<file path="config.mk">
export PLATFORM = sky130hd
export DESIGN_NAME = scc_cross_unit
export DESIGN_NICKNAME = d
export VERILOG_FILES = /design/src/scc_pkg.sv /design/src/scc_cross_unit.sv
export SDC_FILE = /design/constraint.sdc
export NUM_CORES = 2
export LEC_CHECK = 0
export BUFFER_PORTS_ARGS = -buffer_cell sky130_fd_sc_hd__buf_2
export CAP_MARGIN = 20
export CORE_UTILIZATION = 44
export CTS_CLUSTER_DIAMETER = 50
export DETAILED_ROUTE_END_ITERATION = 8
export GPL_TIMING_DRIVEN = 0
export PLACE_DENSITY = 0.69
export SETUP_SLACK_MARGIN = 0.3
export SYNTH_ARGS = -nofsm -noshare
export SYNTH_HDL_FRONTEND = slang
export SYNTH_SLANG_ARGS = --single-unit
</file>
<file path="constraint.sdc">
create_clock -name clk -period 4.5 [get_ports clk]
set_input_delay 0.45 -clock clk [delete_from_list [all_inputs] [get_ports clk]]
set_output_delay 0.45 -clock clk [all_outputs]
set_load 0.02 [all_outputs]
</file>
<file path="src/scc_pkg.sv">
// Shared types, constants and codes of the segment crossing checker.
package scc_pkg;

	localparam int MAX_SEGMENTS = 64;
	localparam int COORD_BITS = 10;
	localparam int ADDR_W = $clog2(MAX_SEGMENTS);
	localparam int CNT_W = $clog2(MAX_SEGMENTS + 1);
	localparam int DIFF_W = COORD_BITS + 1;
	localparam int PROD_W = 2 * DIFF_W;
	localparam int CROSS_W = PROD_W + 1;

	typedef enum logic [1:0] {
		ACT_INSERT = 2'd0,
		ACT_CHECK  = 2'd1,
		ACT_CLEAR  = 2'd2,
		ACT_NONE   = 2'd3
	} action_t;

	typedef struct packed {
		logic [COORD_BITS-1:0] ax;
		logic [COORD_BITS-1:0] ay;
		logic [COORD_BITS-1:0] bx;
		logic [COORD_BITS-1:0] by;
	} segment_t;

	typedef struct packed {
		logic busy;
		logic valid;
		logic hit;
	} cross_res_t;

endpackage

</file>
<file path="src/scc_cross_unit.sv">
// Two-stage pipelined proper-crossing test of a stored segment against the new one.
module scc_cross_unit
	import scc_pkg::*;
(
	input  logic       clk,
	input  logic       arst_n,
	input  logic       seg_valid,
	input  segment_t   stored_seg,
	input  segment_t   new_seg,
	output cross_res_t res
);

	logic signed [DIFF_W-1:0] s_dx, s_dy, n_dx, n_dy;
	logic signed [DIFF_W-1:0] na_sx, na_sy, nb_sx, nb_sy;
	logic signed [DIFF_W-1:0] sa_nx, sa_ny, sb_nx, sb_ny;
	logic                     shares;

	logic signed [PROD_W-1:0] p1_s1, q1_s1, p2_s1, q2_s1;
	logic signed [PROD_W-1:0] p3_s1, q3_s1, p4_s1, q4_s1;
	logic                     skip_s1;
	logic                     valid_s1;

	logic signed [CROSS_W-1:0] v1, v2, v3, v4;
	logic                      split_s, split_n;
	logic                      hit_s2;
	logic                      valid_s2;

	function automatic logic signed [DIFF_W-1:0] diff(
		input logic [COORD_BITS-1:0] a,
		input logic [COORD_BITS-1:0] b
	);
		diff = $signed({1'b0, a}) - $signed({1'b0, b});
	endfunction

	function automatic logic opposite(
		input logic signed [CROSS_W-1:0] a,
		input logic signed [CROSS_W-1:0] b
	);
		opposite = (a > 0 && b < 0) || (a < 0 && b > 0);
	endfunction

	always_comb begin
		s_dx = diff(stored_seg.bx, stored_seg.ax);
		s_dy = diff(stored_seg.by, stored_seg.ay);
		n_dx = diff(new_seg.bx, new_seg.ax);
		n_dy = diff(new_seg.by, new_seg.ay);
		na_sx = diff(new_seg.ax, stored_seg.ax);
		na_sy = diff(new_seg.ay, stored_seg.ay);
		nb_sx = diff(new_seg.bx, stored_seg.ax);
		nb_sy = diff(new_seg.by, stored_seg.ay);
		sa_nx = diff(stored_seg.ax, new_seg.ax);
		sa_ny = diff(stored_seg.ay, new_seg.ay);
		sb_nx = diff(stored_seg.bx, new_seg.ax);
		sb_ny = diff(stored_seg.by, new_seg.ay);
		shares =
			(stored_seg.ax == new_seg.ax && stored_seg.ay == new_seg.ay) ||
			(stored_seg.ax == new_seg.bx && stored_seg.ay == new_seg.by) ||
			(stored_seg.bx == new_seg.ax && stored_seg.by == new_seg.ay) ||
			(stored_seg.bx == new_seg.bx && stored_seg.by == new_seg.by);
	end

	always_ff @(posedge clk) begin
		p1_s1 <= PROD_W'(s_dx * na_sy);
		q1_s1 <= PROD_W'(s_dy * na_sx);
		p2_s1 <= PROD_W'(s_dx * nb_sy);
		q2_s1 <= PROD_W'(s_dy * nb_sx);
		p3_s1 <= PROD_W'(n_dx * sa_ny);
		q3_s1 <= PROD_W'(n_dy * sa_nx);
		p4_s1 <= PROD_W'(n_dx * sb_ny);
		q4_s1 <= PROD_W'(n_dy * sb_nx);
		skip_s1 <= shares;
	end

	always_comb begin
		v1 = CROSS_W'(p1_s1) - CROSS_W'(q1_s1);
		v2 = CROSS_W'(p2_s1) - CROSS_W'(q2_s1);
		v3 = CROSS_W'(p3_s1) - CROSS_W'(q3_s1);
		v4 = CROSS_W'(p4_s1) - CROSS_W'(q4_s1);
		split_s = opposite(v1, v2);
		split_n = opposite(v3, v4);
	end

	always_ff @(posedge clk) begin
		hit_s2 <= !skip_s1 && split_s && split_n;
	end

	always_ff @(posedge clk or negedge arst_n) begin
		if (!arst_n) begin
			valid_s1 <= 1'b0;
			valid_s2 <= 1'b0;
		end else begin
			valid_s1 <= seg_valid;
			valid_s2 <= valid_s1;
		end
	end

	assign res.busy = valid_s1 || valid_s2;
	assign res.valid = valid_s2;
	assign res.hit = hit_s2;

endmodule

</file>
==> Yosys cells after proc, flatten, opt, wreduce, memory -nomap -nowiden <==
Cells that the tools add are included.
{ "op_classes": {"addsub": 16, "n_mul": 8, "n_lt_le_gt_ge": 8, "eq_ne": 8, "n_reduce_logical": 17} }
{ "ops": {"columns": ["operator", "n"], "rows": [
  ["multiplier 11 x 11 -> 22 bit", 8],
  ["subtractor 10 x 10 -> 11 bit", 12],
  ["greater-than comparator 23 x 1 -> 1 bit (second input constant)", 4],
  ["< comparator 23 x 1 -> 1 bit (second input constant)", 4],
  ["subtractor 22 x 22 -> 23 bit", 4],
  ["equality test 10 bit", 8],
  ["logical AND 1 bit", 10],
  ["logical OR 1 bit", 6],
  ["zero test 1 bit", 1]
]} }
{ "totals": {"ff_bits": 180, "in_bits": 83, "out_inout_bits": 3} }

==> Logic depth before layout (Yosys ltp) <==
{ "logic_depth": {"word_depth": 6, "mapped_depth": 32, "depth_no_buf": 31} }

==> Worst setup path after synthesis <==
OpenSTA, ideal clock, no wires.
{ "synth_path": {"path_kind": "in2reg", "start": "input port new_seg[10] (netlist bit)", "end": "register p4_s1[21]", "setup_time_ns": 0.072, "arrival_time_ns": 7.164, "required_time_ns": 4.428, "path_slack_ns": -2.736, "stages": 29, "n_path_buf": 1, "path_cell_list": "inv_1 -> ha_1 -> inv_1 -> fa_1 -> nand2_1 -> nand2_1 -> a21oi_1 -> o21ai_0 -> a21oi_1 -> o21ai_0 -> a21oi_1 -> xnor2_1 -> clkbuf_1 -> nand2_1 -> fa_1 -> inv_1 -> fa_1 -> fa_1 -> fa_1 -> inv_1 -> fa_1 -> inv_1 -> ha_1 -> o41ai_2 -> o21ai_1 -> o41ai_1 -> o21ai_1 -> o41ai_1 -> xnor2_1"} }
{ "synth_between": {"elab_chain_len": 2} }
{ "synth_lines": {"columns": ["item", "line_no", "source"], "rows": [
  ["from (decl)", "scc_cross_unit.sv:9", "input segment_t new_seg,"],
  ["subtractor 10 x 10 -> 11 bit", "scc_cross_unit.sv:32", "diff = $signed({1'b0, a}) - $signed({1'b0, b});"],
  ["multiplier 11 x 11 -> 22 bit", "scc_cross_unit.sv:69", "p4_s1 <= PROD_W'(n_dx * sb_ny);"],
  ["to (signal assigned)", "scc_cross_unit.sv:69", null],
  ["to (decl)", "scc_cross_unit.sv:19", "logic signed [PROD_W-1:0] p3_s1, q3_s1, p4_s1, q4_s1;"]
]} }
Every way passes these cells.

==> Worst setup path in the final report <==
{ "layout_path": {"start": "input port new_seg[31] (netlist bit)", "end": "register q3_s1[17]"} }
{ "layout_between": {"elab_chain_len": 2} }
{ "layout_lines": {"columns": ["item", "line_no", "source"], "rows": [
  ["subtractor 10 x 10 -> 11 bit", "scc_cross_unit.sv:32", null],
  ["multiplier 11 x 11 -> 22 bit", "scc_cross_unit.sv:68", "q3_s1 <= PROD_W'(n_dy * sa_nx);"],
  ["to (signal assigned)", "scc_cross_unit.sv:68", null],
  ["to (decl)", "scc_cross_unit.sv:19", null]
]} }
Every way passes these cells.

==> impl_metrics.json <==
{
  "reg2reg_slack_ns": 0.14,
  "max_stage_delay_ns": 0.58,
  "r2r-end": "hit_s2$_DFF_P_",
  "status": "complete, but fails checks",
  "dieArea_sq_mm": 0.116,
  "busiest_layer": "met2",
  "r2r-start": "p1_s1[18]$_DFF_P_",
  "ys_seq_area_frac": 0.0715,
  "cts_tree": "done",
  "grt_usage": 0.281,
  "grt_use_met3": 0.0739,
  "clk-insertion-delay-late_ns": 0.50,
  "syn_avg_cell_area_sq_um": 8.57,
  "first_pass_iters": 6,
  "synth_edf_count": 0,
  "fin_tns_setup_ns": -178.74,
  "use_met2": 0.450,
  "yosys_warnings": 0,
  "finalHoldViolations": 0,
  "drive_gt1_frac": 0.220,
  "row_count": 123,
  "cp-end-kind": "flop",
  "grt_max_degree": 18,
  "syn_area_sq_mm": 0.0505,
  "drv_slew": 0,
  "synth_flop_cell": "dfxtp_1",
  "io_pins": 86,
  "hold_ws_ns": 0.0517,
  "drv_cap": 0,
  "gp_congestion": 0.979,
  "layout_setup_ws_ns": -2.25,
  "holdPathEnd": "valid_s1$_DFF_PN0_",
  "drc_errors": 0,
  "dp_hpwl_mm": 132,
  "hold_depth": 1,
  "overflow": 0,
  "ys_seq_elements": 180,
  "first_global_vias": 44071,
  "vias": 42110,
  "die_x_microns": 341,
  "pre_cts_ws_ns": -3.67,
  "synth_nets": 7514,
  "clock_path_buffers": 2,
  "setup_viol": 132,
  "dp_cells": 7486,
  "die_h_microns": 341,
  "initial_core_util": 0.447,
  "area.growth.synth_to_final_pct": 22.2,
  "final_cells": 7839,
  "nets": 7934,
  "clock_sinks": 180,
  "violations": "setup timing",
  "hp-class": "input port to flop",
  "drt_wl_total_mm": 162,
  "fp.coreArea_sq_mm": 0.113,
  "grt_pass1_wl_mm": 249,
  "yosysTopAreaCellShare": 0.380,
  "clk_pin_slew_worst_paths_ns": 0.07,
  "vias_per_cell": 5.37,
  "ff2ff_path_depth": 11,
  "io_buffers": 85,
  "skew_ns": 0.0138,
  "cp.required_ns": 4.87,
  "max_slew_margin": 0.190,
  "avgRoutedWirePerCell_microns": 20.7,
  "crit_type": "input port to flop",
  "nFillCells": 10040,
  "yosys.area.top_type": "fa_1",
  "synth.distinct_cells": 82,
  "arrival_ns": 7.12,
  "root_buffer": "clkbuf_16",
  "worstSetupStartpointType": "input port",
  "critPathMaxFanout": 5,
  "final.period_utilization": 1.50,
  "cpMaxStageDelayCell": "fa_2",
  "antenna_found_initial": 25,
  "synthCells": 5895,
  "tightest_slew_ns": 1.21,
  "numCtsBuffers": 17,
  "drtIter0Drc": 2853,
  "min_period_ns": 6.75,
  "grt_setup_unrepaired": "yes",
  "min_from": "seg_valid",
  "synth.area.top_cells": "fa_1, ha_1, inv_1, dfxtp_1, nor2_1",
  "ant_nets": 0,
  "async_reset_ff_frac": 0.0111,
  "max_clock_freq_mhz": 148,
  "use_met1": 0.352,
  "htree_levels": 4
}
==> worst max-delay path by stage <==
stage / start / to / slack [ns] / depth (start not counted)
after floorplan: new_seg[31] / p4_s1[21]$_DFF_P_ / -2.06 / 26
after global placement: stored_seg[21] / q1_s1[21]$_DFF_P_ / -3.65 / 27
after detailed placement: stored_seg[31] / p1_s1[21]$_DFF_P_ / -3.67 / 30
after CTS: new_seg[31] / p4_s1[21]$_DFF_P_ / -2.13 / 33
after global routing: new_seg[31] / p3_s1[21]$_DFF_P_ / -2.39 / 31
final: new_seg[31] / q3_s1[17]$_DFF_P_ / -2.25 / 31
==> synth_stat cells, types with 82 or more instances <==
library cell / n
dfxtp_1: 178
fa_1: 959
nor3_1: 114
nand2_1: 445
and2_1: 94
clkbuf_1: 155
o21ai_0: 148
inv_1: 1394
xnor2_1: 225
nand3_1: 82
a21oi_1: 171
nor2_1: 586
ha_1: 577
==> final cells by class <==
type                            count  area [sq um]  share of cell area
Inverter                         1396          5320              0.0861
Buffer                            163          1430              0.0231
Timing Repair Buffer              409          3360              0.0545
Multi-Input combinational cell   4148         45600               0.738
Antenna cell                       12          30.0            0.000486
Clock buffer                       17           425             0.00689
Clock inverter                     14           121             0.00197
Tap cell                         1500          1880              0.0304
Sequential cell                   180          3610              0.0585
==> cells by family after synthesis <==
kind of cell / Yosys count / synth area share
muxes: 10 / 0.00203
DFF: 180 / 0.0715
and+or+nand+nor: 1629 / 0.147
xor gates and xnor gates: 303 / 0.0525
AOI/OAI and AO/OA: 670 / 0.0874
buffers and inverters: 1567 / 0.117
adders and majority gates: 1536 / 0.523
==> flip-flops by register name (all words and copies together), names as in the netlist, 22 cells and up <==
register / count
p2_s1: 22
q3_s1: 22
p3_s1: 22
q4_s1: 22
p1_s1: 22
p4_s1: 22
q1_s1: 22
q2_s1: 22
==> through the flow <==
stage	util	area, sq um
6_report	0.546	61700
5_1_grt	0.546	61700
4_1_cts	0.528	59800
3_5_place_dp	0.487	55100
3_3_place_gp	0.486	55000
2_1_floorplan	-	52700
==> cells in the final DEF (no fill, tap or decap), types with 91 or more instances in the layout <==
cell and instances:
buf_4 268, ha_4 95, nand2_1 410, ha_1 470, fa_1 909, xnor2_1 177, a21oi_1 91, nor2_1 506
dfxtp_1 178, inv_1 1308
==> worst max-delay path: cells and delay by family <==
family                     cells  cell delay (ns)
xor gates and xnor gates       2             0.43
buffers and inverters         11             1.22
adders and majority gates      7             3.22
AOI/OAI and AO/OA              9             1.15
and+or+nand+nor                2             0.64
==> timing repair <==
action                                  in CTS  in global routing
buffers inserted                           230                 85
hold endpoints to repair                     2                  0
hold buffers                                 1                  0
gates cloned                                 0                  2
endpoints found under the setup margin     140                139
resized for setup                          499                335
pin swaps                                  290                194
==> layer usage <==
metal  part of all wire  vias up
met4              0.055       26
li1                   -    18939
met5             0.0010        -
met2               0.46     1653
met1               0.38    21057
met3               0.10      435
Power is not shown: default switching activity piles up to over one toggle a cycle in this logic, so the estimate is an artifact.
